--- config.mk ---
export PLATFORM = sky130hd
export DESIGN_NAME = next_fit_slot_tracker_core
export DESIGN_NICKNAME = d
export VERILOG_FILES = /design/src/nfst_pkg.sv /design/src/next_fit_slot_tracker_core.sv /design/src/nfst_table.sv
export SDC_FILE = /design/constraint.sdc
export NUM_CORES = 2
export LEC_CHECK = 0
export BUFFER_PORTS_ARGS = -buffer_cell sky130_fd_sc_hd__buf_2
export CAP_MARGIN = 5
export CORE_MARGIN = 10
export CORE_UTILIZATION = 57
export DETAILED_ROUTE_END_ITERATION = 10
export GPL_TIMING_DRIVEN = 1
export HOLD_SLACK_MARGIN = 0.08
export PLACE_DENSITY = 0.81
export SLEW_MARGIN = 15
export SYNTH_ARGS = -nofsm -noshare
export SYNTH_HDL_FRONTEND = slang
export SYNTH_SLANG_ARGS = --single-unit
--- constraint.sdc ---
create_clock -name aclk -period 6 [get_ports aclk]
set_input_delay 0.9 -clock aclk [delete_from_list [all_inputs] [get_ports aclk]]
set_output_delay 0.9 -clock aclk [all_outputs]
set_load 0.005 [all_outputs]
--- src/nfst_pkg.sv ---
// ----------------------------------------------------------------------------
// nfst_pkg: shared types and constants for the next-fit slot tracker
// Holds the table geometry, command and status codes, controller states and
// the request/status bundles exchanged with the handle table.
// ----------------------------------------------------------------------------
package nfst_pkg;

    // Table geometry.
    localparam int SLOT_COUNT  = 64;
    localparam int SLOT_W      = $clog2(SLOT_COUNT);
    localparam int CNT_W       = $clog2(SLOT_COUNT + 1);
    localparam int MAX_RESULTS = 64;

    // Field widths.
    localparam int HANDLE_W   = 32;
    localparam int SLOT_IN_W  = 8;
    localparam int SLOT_OUT_W = 6;

    // The all-ones handle is rejected by track and is never stored.
    localparam logic [HANDLE_W-1:0] EMPTY_HANDLE = '1;

    typedef enum logic [1:0] {
        CMD_TRACK       = 2'd0,
        CMD_FREE_SLOT   = 2'd1,
        CMD_FREE_HANDLE = 2'd2,
        CMD_LIST        = 2'd3
    } cmd_t;

    typedef enum logic [1:0] {
        ST_OK     = 2'd0,
        ST_REJECT = 2'd1,
        ST_MISS   = 2'd2,
        ST_EMPTY  = 2'd3
    } status_t;

    typedef enum logic [1:0] {
        S_IDLE,
        S_TRACK,
        S_FIND,
        S_LIST
    } state_t;

    // Request from the controller to the handle table.
    typedef struct packed {
        logic                rd_en;
        logic [SLOT_W-1:0]   rd_addr;
        logic                set_en;
        logic                clr_en;
        logic [SLOT_W-1:0]   wr_addr;
        logic [HANDLE_W-1:0] wr_data;
    } tbl_req_t;

    // Status returned by the handle table.
    typedef struct packed {
        logic [HANDLE_W-1:0]   rd_data;
        logic [SLOT_COUNT-1:0] valid;
        logic [CNT_W-1:0]      occ;
    } tbl_stat_t;

    // Next slot index, wrapping at the end of the table.
    function automatic logic [SLOT_W-1:0] slot_inc(input logic [SLOT_W-1:0] idx);
        logic [SLOT_W-1:0] res;
        if (32'(idx) == SLOT_COUNT - 1) begin
            res = '0;
        end else begin
            res = idx + SLOT_W'(1);
        end
        return res;
    endfunction

endpackage

--- src/next_fit_slot_tracker_core.sv ---
// ----------------------------------------------------------------------------
// next_fit_slot_tracker_core: next-fit handle slot allocator
// Commands track, free by slot, free by handle and list over a 64-slot table.
// ----------------------------------------------------------------------------
// The block works on one command at a time. Free by slot, and any command
// that is rejected or finds the table empty, loads its result word when it
// is accepted, with no walk. Track walks the occupied flags from the
// next-fit pointer one slot per cycle after the accepting cycle, up to the
// first empty slot. Free by handle and list read the handle memory one slot
// per cycle from slot 0 through its registered read port. A result waiting
// in the output register that is not taken stalls the walk. Each command
// gives one result word, except list, which gives one word per occupied
// slot with tlast on the final one. Reset clears the occupied flags at
// once; no clearing pass is needed.
// ----------------------------------------------------------------------------
module next_fit_slot_tracker_core (
    input  logic        aclk,
    input  logic        aresetn,
    input  logic        s_tvalid,
    output logic        s_tready,
    input  logic [47:0] s_tdata,   // command[1:0], handle[33:2], slot[41:34], zero[47:42]
    output logic        m_tvalid,
    input  logic        m_tready,
    output logic [39:0] m_tdata,   // status[1:0], slot_out[7:2], handle_out[39:8]
    output logic        m_tlast
);

    localparam int SW = nfst_pkg::SLOT_W;
    localparam int HW = nfst_pkg::HANDLE_W;

    // Input word fields.
    nfst_pkg::cmd_t                 cmd_in;
    logic [HW-1:0]                  handle_in;
    logic [nfst_pkg::SLOT_IN_W-1:0] slot_in;

    assign cmd_in    = nfst_pkg::cmd_t'(s_tdata[1:0]);
    assign handle_in = s_tdata[33:2];
    assign slot_in   = s_tdata[41:34];

    // Controller state.
    nfst_pkg::state_t           state_reg, state_next;
    logic [HW-1:0]              handle_reg, handle_next;
    logic [SW-1:0]              idx_reg, idx_next;
    logic [SW-1:0]              ptr_reg, ptr_next;
    logic [nfst_pkg::CNT_W-1:0] list_cnt_reg, list_cnt_next;

    // Output register.
    logic                            out_valid_reg;
    nfst_pkg::status_t               out_status_reg;
    logic [nfst_pkg::SLOT_OUT_W-1:0] out_slot_reg;
    logic [HW-1:0]                   out_handle_reg;
    logic                            out_last_reg;

    logic                            load;
    nfst_pkg::status_t               ld_status;
    logic [nfst_pkg::SLOT_OUT_W-1:0] ld_slot;
    logic [HW-1:0]                   ld_handle;
    logic                            ld_last;

    logic can_load;
    logic accept;
    logic hit;
    logic list_last;

    nfst_pkg::tbl_req_t  req;
    nfst_pkg::tbl_stat_t stat;

    nfst_table u_table (
        .aclk    (aclk),
        .aresetn (aresetn),
        .req     (req),
        .stat    (stat)
    );

    assign can_load = !out_valid_reg || m_tready;
    assign s_tready = (state_reg == nfst_pkg::S_IDLE) && can_load;
    assign accept   = s_tvalid && s_tready;

    // Find matches an occupied slot holding the handle; list takes any occupied slot.
    assign hit       = stat.valid[idx_reg] && (stat.rd_data == handle_reg);
    assign list_last = (list_cnt_reg == stat.occ - nfst_pkg::CNT_W'(1)) ||
                       (32'(list_cnt_reg) == nfst_pkg::MAX_RESULTS - 1);

    // Next state, table requests and result loads.
    always_comb begin
        state_next    = state_reg;
        handle_next   = handle_reg;
        idx_next      = idx_reg;
        ptr_next      = ptr_reg;
        list_cnt_next = list_cnt_reg;
        req           = '0;
        load          = 1'b0;
        ld_status     = nfst_pkg::ST_OK;
        ld_slot       = '0;
        ld_handle     = '0;
        ld_last       = 1'b1;

        unique case (state_reg)
            nfst_pkg::S_IDLE: begin
                if (accept) begin
                    handle_next = handle_in;
                    unique case (cmd_in)
                        nfst_pkg::CMD_TRACK: begin
                            if (handle_in == nfst_pkg::EMPTY_HANDLE ||
                                32'(stat.occ) == nfst_pkg::SLOT_COUNT) begin
                                load      = 1'b1;
                                ld_status = nfst_pkg::ST_REJECT;
                            end else begin
                                idx_next   = ptr_reg;
                                state_next = nfst_pkg::S_TRACK;
                            end
                        end
                        nfst_pkg::CMD_FREE_SLOT: begin
                            load = 1'b1;
                            if (32'(slot_in) >= nfst_pkg::SLOT_COUNT) begin
                                ld_status = nfst_pkg::ST_MISS;
                            end else begin
                                req.clr_en  = 1'b1;
                                req.wr_addr = SW'(slot_in);
                                ld_slot     = nfst_pkg::SLOT_OUT_W'(slot_in);
                            end
                        end
                        nfst_pkg::CMD_FREE_HANDLE: begin
                            if (handle_in == nfst_pkg::EMPTY_HANDLE || stat.occ == '0) begin
                                load      = 1'b1;
                                ld_status = nfst_pkg::ST_MISS;
                            end else begin
                                req.rd_en  = 1'b1;
                                req.rd_addr = '0;
                                idx_next   = '0;
                                state_next = nfst_pkg::S_FIND;
                            end
                        end
                        nfst_pkg::CMD_LIST: begin
                            if (stat.occ == '0) begin
                                load      = 1'b1;
                                ld_status = nfst_pkg::ST_EMPTY;
                            end else begin
                                req.rd_en     = 1'b1;
                                req.rd_addr   = '0;
                                idx_next      = '0;
                                list_cnt_next = '0;
                                state_next    = nfst_pkg::S_LIST;
                            end
                        end
                        default: begin
                        end
                    endcase
                end
            end

            // Walk the occupied flags from the pointer to the first empty slot.
            nfst_pkg::S_TRACK: begin
                if (!stat.valid[idx_reg]) begin
                    if (can_load) begin
                        req.set_en  = 1'b1;
                        req.wr_addr = idx_reg;
                        req.wr_data = handle_reg;
                        ptr_next    = nfst_pkg::slot_inc(idx_reg);
                        load        = 1'b1;
                        ld_slot     = nfst_pkg::SLOT_OUT_W'(idx_reg);
                        state_next  = nfst_pkg::S_IDLE;
                    end
                end else begin
                    idx_next = nfst_pkg::slot_inc(idx_reg);
                end
            end

            // Read slots in order until the handle turns up or the table ends.
            nfst_pkg::S_FIND: begin
                if (hit || 32'(idx_reg) == nfst_pkg::SLOT_COUNT - 1) begin
                    if (can_load) begin
                        load = 1'b1;
                        if (hit) begin
                            req.clr_en  = 1'b1;
                            req.wr_addr = idx_reg;
                            ld_slot     = nfst_pkg::SLOT_OUT_W'(idx_reg);
                        end else begin
                            ld_status = nfst_pkg::ST_MISS;
                        end
                        state_next = nfst_pkg::S_IDLE;
                    end
                end else begin
                    req.rd_en   = 1'b1;
                    req.rd_addr = idx_reg + SW'(1);
                    idx_next    = idx_reg + SW'(1);
                end
            end

            // Read slots in order and emit one word per occupied slot.
            nfst_pkg::S_LIST: begin
                if (stat.valid[idx_reg]) begin
                    if (can_load) begin
                        load      = 1'b1;
                        ld_slot   = nfst_pkg::SLOT_OUT_W'(idx_reg);
                        ld_handle = stat.rd_data;
                        ld_last   = list_last;
                        if (list_last) begin
                            state_next = nfst_pkg::S_IDLE;
                        end else begin
                            req.rd_en     = 1'b1;
                            req.rd_addr   = idx_reg + SW'(1);
                            idx_next      = idx_reg + SW'(1);
                            list_cnt_next = list_cnt_reg + nfst_pkg::CNT_W'(1);
                        end
                    end
                end else begin
                    req.rd_en   = 1'b1;
                    req.rd_addr = idx_reg + SW'(1);
                    idx_next    = idx_reg + SW'(1);
                end
            end

            default: begin
                state_next = nfst_pkg::S_IDLE;
            end
        endcase
    end

    // Controller registers.
    always_ff @(posedge aclk) begin
        if (!aresetn) begin
            state_reg <= nfst_pkg::S_IDLE;
            ptr_reg   <= '0;
        end else begin
            state_reg <= state_next;
            ptr_reg   <= ptr_next;
        end
    end

    always_ff @(posedge aclk) begin
        handle_reg   <= handle_next;
        idx_reg      <= idx_next;
        list_cnt_reg <= list_cnt_next;
    end

    // Output register: holds a word until the sink takes it.
    always_ff @(posedge aclk) begin
        if (!aresetn) begin
            out_valid_reg <= 1'b0;
        end else if (load) begin
            out_valid_reg <= 1'b1;
        end else if (m_tready) begin
            out_valid_reg <= 1'b0;
        end
    end

    always_ff @(posedge aclk) begin
        if (load) begin
            out_status_reg <= ld_status;
            out_slot_reg   <= ld_slot;
            out_handle_reg <= ld_handle;
            out_last_reg   <= ld_last;
        end
    end

    assign m_tvalid = out_valid_reg;
    assign m_tdata  = {out_handle_reg, out_slot_reg, out_status_reg};
    assign m_tlast  = out_last_reg;

    // Any result other than a success is a single word carrying no handle.
    a_fail_single: assert property (@(posedge aclk) disable iff (!aresetn)
        (out_valid_reg && out_status_reg != nfst_pkg::ST_OK) |->
        (out_last_reg && out_handle_reg == '0))
        else $error("failure result is not a lone word");

    // A track walk only starts when an empty slot exists.
    a_track_room: assert property (@(posedge aclk) disable iff (!aresetn)
        (state_reg == nfst_pkg::S_TRACK) |->
        (32'(stat.occ) < nfst_pkg::SLOT_COUNT))
        else $error("track walk on a full table");

    // An accepted command either starts a walk or produces a word at once.
    a_accept_progress: assert property (@(posedge aclk) disable iff (!aresetn)
        accept |=> (state_reg != nfst_pkg::S_IDLE || out_valid_reg))
        else $error("accepted command made no progress");

endmodule

--- src/nfst_table.sv ---
// ----------------------------------------------------------------------------
// nfst_table: handle storage for the next-fit slot tracker
// A synchronous handle memory with a registered read port, a per-slot
// occupied flag vector cleared by reset, and a running occupancy count.
// ----------------------------------------------------------------------------
module nfst_table (
    input  logic                aclk,
    input  logic                aresetn,
    input  nfst_pkg::tbl_req_t  req,
    output nfst_pkg::tbl_stat_t stat
);

    logic [nfst_pkg::HANDLE_W-1:0]   mem [nfst_pkg::SLOT_COUNT];
    logic [nfst_pkg::HANDLE_W-1:0]   rd_data_reg;
    logic [nfst_pkg::SLOT_COUNT-1:0] valid_reg;
    logic [nfst_pkg::SLOT_COUNT-1:0] valid_next;
    logic [nfst_pkg::CNT_W-1:0]      occ_reg;
    logic [nfst_pkg::CNT_W-1:0]      occ_next;

    // Handle memory: one write port, one registered read port.
    always_ff @(posedge aclk) begin
        if (req.set_en) begin
            mem[req.wr_addr] <= req.wr_data;
        end
        if (req.rd_en) begin
            rd_data_reg <= mem[req.rd_addr];
        end
    end

    // Occupied flags and count. A slot that was never written is empty.
    always_comb begin
        valid_next = valid_reg;
        occ_next   = occ_reg;
        if (req.set_en && !valid_reg[req.wr_addr]) begin
            valid_next[req.wr_addr] = 1'b1;
            occ_next                = occ_reg + nfst_pkg::CNT_W'(1);
        end
        if (req.clr_en && valid_reg[req.wr_addr]) begin
            valid_next[req.wr_addr] = 1'b0;
            occ_next                = occ_reg - nfst_pkg::CNT_W'(1);
        end
    end

    always_ff @(posedge aclk) begin
        if (!aresetn) begin
            valid_reg <= '0;
            occ_reg   <= '0;
        end else begin
            valid_reg <= valid_next;
            occ_reg   <= occ_next;
        end
    end

    assign stat.rd_data = rd_data_reg;
    assign stat.valid   = valid_reg;
    assign stat.occ     = occ_reg;

    // The count always matches the number of occupied flags.
    a_occ_matches: assert property (@(posedge aclk) disable iff (!aresetn)
        32'(occ_reg) == $countones(valid_reg))
        else $error("occupancy count differs from occupied flags");

    // Set and clear are never requested in the same cycle.
    a_one_write: assert property (@(posedge aclk) disable iff (!aresetn)
        !(req.set_en && req.clr_en))
        else $error("set and clear requested together");

    // A store only ever lands in an empty slot.
    a_set_empty: assert property (@(posedge aclk) disable iff (!aresetn)
        req.set_en |-> !valid_reg[req.wr_addr])
        else $error("handle stored into an occupied slot");

endmodule
* Word level (Yosys, flattened, before mapping)
Memory sizes are Yosys's and may differ from the RTL's. A register that Yosys moved wholly into a read port is not among the register bits. Index checks and enable logic that the tools add are counted.
Word-level totals: memory bits (writable) 2048, register bits after elaboration 166, bits of input ports 52, word-level logic and storage cells 175, memories 1
Operators by class: bitwise logic cells 4, eq/ne operators 29, multiplexer cells 96, reduce and logical (&&, ||, !) cells 25, magnitude comparators 4, $add $sub $neg 4
Memory list:
- u_table.mem | depth 64, width 32, read ports 1, clocked after Yosys merged registers in 1, wr ports 1, RTL line nfst_table.sv:13 | logic [nfst_pkg::HANDLE_W-1:0] mem [nfst_pkg::SLOT_COUNT];
Operators by type and width (count):
- $mux 7 | 21
- $mux 64 | 2
- $mux 6 | 19
- $mux 38 | 2
- $and 64x64->64 | 1
- $not 64->64 | 1
- $or 64x64->64 | 1
- $pmux 6 s4 | 2
- $pmux 6 s3 | 2
- $mux 2 | 17
- $eq 32x32->1 | 1
- $eq 32x32->1 const B | 1
- $mux 32 | 1
- $pmux 7 s2 | 2
- $pmux 7 s3 | 1
- $ne 2x2->1 const B | 10
- $mux 1 | 17
- $pmux 2 s4 | 2
- $ne 3x3->1 const B | 5
- $add 7x1->7 const B | 2
- $lt 6x7->1 const B | 2
- $bmux 1 s6 | 2
- $reduce_and 10->1 | 1
- $reduce_and 9->1 | 1
- 27 further kinds | 46

* Depth between registers and ports, before layout
depth after elaboration 15, depth in mapped cells 21, mapped depth without buffers 15

* Hierarchy
From an unflattened synthesis, not the netlist that was laid out.
Second synthesis, totals: cells, all modules 3918, area, all modules 88108.3 sq um
By module, submodules not included:
- nfst_table | sequential area each 63881.3 sq um, area each 82554.2 sq um, instances 1, cells each 3436
- next_fit_slot_tracker_core | sequential area each 2762.6 sq um, area each 5554.1 sq um, instances 1, cells each 482

* Worst setup path after synthesis
No wires, ideal clock.
kind register -> register, start point register idx_reg[0], end point register out_last_reg (netlist: m_tlast) (enable), cell stages (with the launch flop) 13, clock period less this slack 5.736 ns, buffers on the path 3, data required time 5.494 ns, setup slack 0.264 ns, data arrival time 5.230 ns, library setup time 0.506 ns, cell sequence edfxtp_1 buf_6 buf_6 buf_6 mux2i_1 o221ai_1 a21oi_1 o21ai_2 and2_0 inv_1 o22ai_1 a221oi_1 o32ai_1
On the way: word-level cells in the longest chain between the ends 6, elaborated cells between the ends (all ways) 9, classes of those cells eq/ne (1); mux (6); reduce/logical (2)
RTL lines:
- start: declaration | RTL line next_fit_slot_tracker_core.sv:43 | logic [SW-1:0] idx_reg, idx_next;
- start signal: assignment | RTL line next_fit_slot_tracker_core.sv:233 | idx_reg <= idx_next;
- $bmux 1 s6 | RTL line next_fit_slot_tracker_core.sv:80, next_fit_slot_tracker_core.sv:154, next_fit_slot_tracker_core.sv:192
- $mux 1 (not written as such) | RTL line next_fit_slot_tracker_core.sv:80, next_fit_slot_tracker_core.sv:154, next_fit_slot_tracker_core.sv:192
- $logic_and 1x1->1 | RTL line next_fit_slot_tracker_core.sv:80 | assign hit = stat.valid[idx_reg] && (stat.rd_data == handle_reg);
- $logic_or 1x1->1 | RTL line next_fit_slot_tracker_core.sv:171 | if (hit || 32'(idx_reg) == nfst_pkg::SLOT_COUNT - 1) begin
- $mux 1 | RTL line next_fit_slot_tracker_core.sv:171
- $pmux 1 s4 * | RTL line next_fit_slot_tracker_core.sv:98 | unique case (state_reg)
- via load | RTL line next_fit_slot_tracker_core.sv:54 | logic load;
- end signal: assignment | RTL line next_fit_slot_tracker_core.sv:253 | out_last_reg <= ld_last;
- end: declaration | RTL line next_fit_slot_tracker_core.sv:52 | logic out_last_reg;
Mark *: on every way through the listed nets, which the timed path passes. The rest lies on a longest branch. The select of a mux whose other input is x is not followed. A chain may end at the register's enable or synchronous reset.

* Worst setup path in the final report
start point register idx_reg[0], end point register u_table.rd_data_reg[10] (netlist bit) (read register of u_table.mem) (data pin)
On the way: word-level cells in the longest chain between the ends 6, elaborated cells between the ends (all ways) 11, classes of those cells add/sub (1); eq/ne (1); mux (7); reduce/logical (2)
RTL lines:
- $bmux 1 s6 | RTL line next_fit_slot_tracker_core.sv:80, next_fit_slot_tracker_core.sv:192
- $mux 1 (not written as such) | RTL line next_fit_slot_tracker_core.sv:80, next_fit_slot_tracker_core.sv:192
- $logic_and 1x1->1 | RTL line next_fit_slot_tracker_core.sv:80
- $logic_or 1x1->1 | RTL line next_fit_slot_tracker_core.sv:171
- $mux 7 | RTL line next_fit_slot_tracker_core.sv:171
- $pmux 7 s3 * | RTL line next_fit_slot_tracker_core.sv:98
- end: declaration | RTL line nfst_table.sv:14 | logic [nfst_pkg::HANDLE_W-1:0] rd_data_reg;
Every way passes the cells marked *; elsewhere a longest branch is shown, timed or not. The select of a mux whose other input is x is not followed.

==> out/results.txt <==
CP cell instances: buf_12 -> buf_4 -> mux2i_1 -> o22ai_1 -> o32ai_1 -> o21ai_2 -> a311oi_2 -> a21oi_4 -> or3_4 -> buf_12 -> buf_4 -> buf_4 -> and3_1 -> a31oi_1 -> a211oi_1 -> a21oi_1 -> o22ai_1 -> nor2_2 -> buf_4
Initial DRC Count: 11700
most used cell, CP: buf_4
Storage cell area: 66600 sq um
flops & latches, synth: 2246
wire length per cell: 31.7 microns
Post-synth EDFFs: 2166
Peak VDD IR: 0.000367 V
R2R Path Start: idx_reg[0]
Static Leak: 34.4 nW
max-slew violation count: 0
starting density of the core: 0.572
residual DRC count: 0
DP HPWL: 171000 microns
Clock Tree Buf Depth: 3
Post-synth ARST share: 0
Hold Path Origin: s_tdata[20]
via/cell ratio: 7.03
filler cell count: 10400
main flop type after synthesis: edfxtp_1
core area: 160000 sq um
CTS tree: yes
vias in the first global route: 62500
most common cell after layout, fill and taps aside: edfxtp_1
reg2reg end: u_table.rd_data_reg[10]
Min-Delay Endpoint: handle_reg[18]
post-layout min period: 5.93 ns
initial antenna violation count: 18
CP Class: flip-flop to flip-flop
Final setup viols: 0
final core utilization: 0.652
RSZ-0062 raised after global routing: false
critical path arrival: 6.67 ns
Worst Max-Slew Pin Slew: 1.38 ns
number of detailed-route iterations in the first pass: 7
CTS hold repair buffers: 0
cell family with most CP delay: compound AO/OA/AOI/OAI gates
Resized cells post-CTS: 0
fin crit share: 0.988
Worst-Skew Late Latency: 0.87 ns
number of I/O pins: 95
Pwr per Cell Area: 446 nW/um^2
Non-Filler Instances: 9224
Yosys cell types: 95
Max-slew headroom: 0.0703
synthesis warning total: 0
flop2flop setup slack: 0.07 ns
hold slack: 0.212 ns
Max Fanout on Critical Path: 33
site row count: 147
dpl ws: 0.257 ns
syn nets: 6786
die height: 421 microns
Reg clk slew, reported paths: 0.07 ns
Worst setup EP type: flip-flop
r2r worst-path depth: 19
largest net degree at the start of global routing: 167
commonest non-fill, non-tap cells in the layout: 2166 x edfxtp_1, 1047 x nand2_1, 430 x nand3_1, 328 x or3_1, 316 x buf_4
Setup Fix Bufs, Post-CTS: 0
Final #Nets: 7013
final hold viol count: 0
Buf/Inv on CP: 6
Area Growth Syn to Fin: 14.1%
H-tree depth reported by CTS: 4
outcome: complete, no violations
Fin Clk Skew: 0.0684 ns
CP Launch Type: flip-flop
Worst Path Required: 6.75 ns
Max Freq: 0.169 GHz
grt ovf: 0
max-cap violations: 0
CTS buffer count: 212
Netlist Area Pre-Place: 91500 sq um
Die Area: 177000 sq um
Worst Hold Path Cells: 1
Cells after DPL: 8822
Buffers on Ports: 88
first-pass GRT wire length: 418000 microns
setup ws final: 0.0731 ns
cells after synthesis: 6725
Global Route Usage Sum: 0.323
Largest stage delay, worst path: 0.54 ns
sequential share of the synthesized area: 0.728
syn avg cell area: 13.6 sq um
drt total wl: 293000 microns
Hold Path Class: input port to flip-flop
setup_tns: 0 ns
flip-flop count of the largest register after layout: 2048
Die Wd: 421 microns
routed via count: 64800
Root Driver: clkbuf_16
footprint of the multi-input gates: 23300 sq um
CP max-delay cell: nor2_2
routability cong.: 0.959
fraction of final layout cells sized beyond drive strength 1: 0.145
post-route ant nets: 0
Sinks on Clock Net: 2246
[through the flow]
stage                     cell area (sq um)  total power, W
after global routing                 104000          0.0476
after CTS                            104000          0.0459
after floorplan                       91500          0.0272
final                                104000          0.0466
after global placement                97800          0.0328
after detailed placement              97800          0.0333
[routing by layer]
| layer | routed length (microns) | GRT usage | vias up |
|---|---|---|---|
| li1 | - | - | 26300 |
| met1 | 94200 | 0.399 | 31200 |
| met2 | 130000 | 0.485 | 5915 |
| met3 | 45700 | 0.106 | 1319 |
| met4 | 23100 | 0.217 | 18 |
| met5 | 120 | 0 | - |
[kinds of logic (layout without fill, tap and decap cells)]
group                    after synthesis  count (layout)  share of synthesized area
AO/OA/AOI/OAI                       1367            1367                      0.102
other                                  0               9                          0
buffers and inverters                530             933                     0.0241
XOR/XNOR                              51              51                    0.00503
multiplexers                         103             103                     0.0134
adder cells (fa/ha/maj)                9               9                    0.00123
flip-flops                          2246            2246                      0.728
AND/OR/NAND/NOR                     2419            2420                      0.126
[worst max-delay path by stage]
stage / from / to / cells after the start
after floorplan: idx_reg[0] / m_tlast / 12
after global placement: u_table.occ_reg[0] / u_table.rd_data_reg[24] / 19
after detailed placement: u_table.occ_reg[0] / u_table.rd_data_reg[10] / 20
after CTS: u_table.occ_reg[0] / u_table.rd_data_reg[24] / 18
after global routing: idx_reg[0] / u_table.rd_data_reg[10] / 19
final: idx_reg[0] / u_table.rd_data_reg[10] / 19
[Yosys cell counts (27+ instances only)]
| cell type | number | area share |
|---|---|---|
| buf_1 | 77 | 0.0032 |
| nand2_1 | 1049 | 0.043 |
| and3_1 | 107 | 0.0073 |
| mux2i_1 | 82 | 0.0090 |
| nand3_1 | 430 | 0.024 |
| a31oi_1 | 180 | 0.012 |
| o211ai_1 | 308 | 0.025 |
| nor3_1 | 74 | 0.0040 |
| or3_1 | 329 | 0.022 |
| xor2_1 | 38 | 0.0036 |
| buf_2 | 121 | 0.0066 |
| dfxtp_1 | 80 | 0.017 |
| a211oi_1 | 90 | 0.0074 |
| o221ai_1 | 73 | 0.0070 |
| a21oi_1 | 239 | 0.013 |
| o311ai_0 | 27 | 0.0026 |
| nand2b_1 | 33 | 0.0023 |
| or2_2 | 32 | 0.0022 |
| o22ai_1 | 88 | 0.0060 |
| edfxtp_1 | 2166 | 0.71 |
| o21ai_0 | 171 | 0.0094 |
| clkbuf_1 | 300 | 0.012 |
| and2_1 | 74 | 0.0051 |
| nor2_1 | 191 | 0.0078 |
[area by class of cell]
class                   instances  share of cell area
well taps                    2086              0.0250
clock buffers                 273              0.0540
inverters                      23            0.000899
flip-flops and latches       2246               0.638
multi-input cells            3950               0.224
clock inverters               118             0.00899
repair buffers                519              0.0489
diodes                          9            0.000216
[where the power goes]
part           internal [W]  switching, W
sequential           0.0192      0.000429
clock               0.00702       0.00586
combinational       0.00397        0.0102
(Power assumes the default switching activity.)
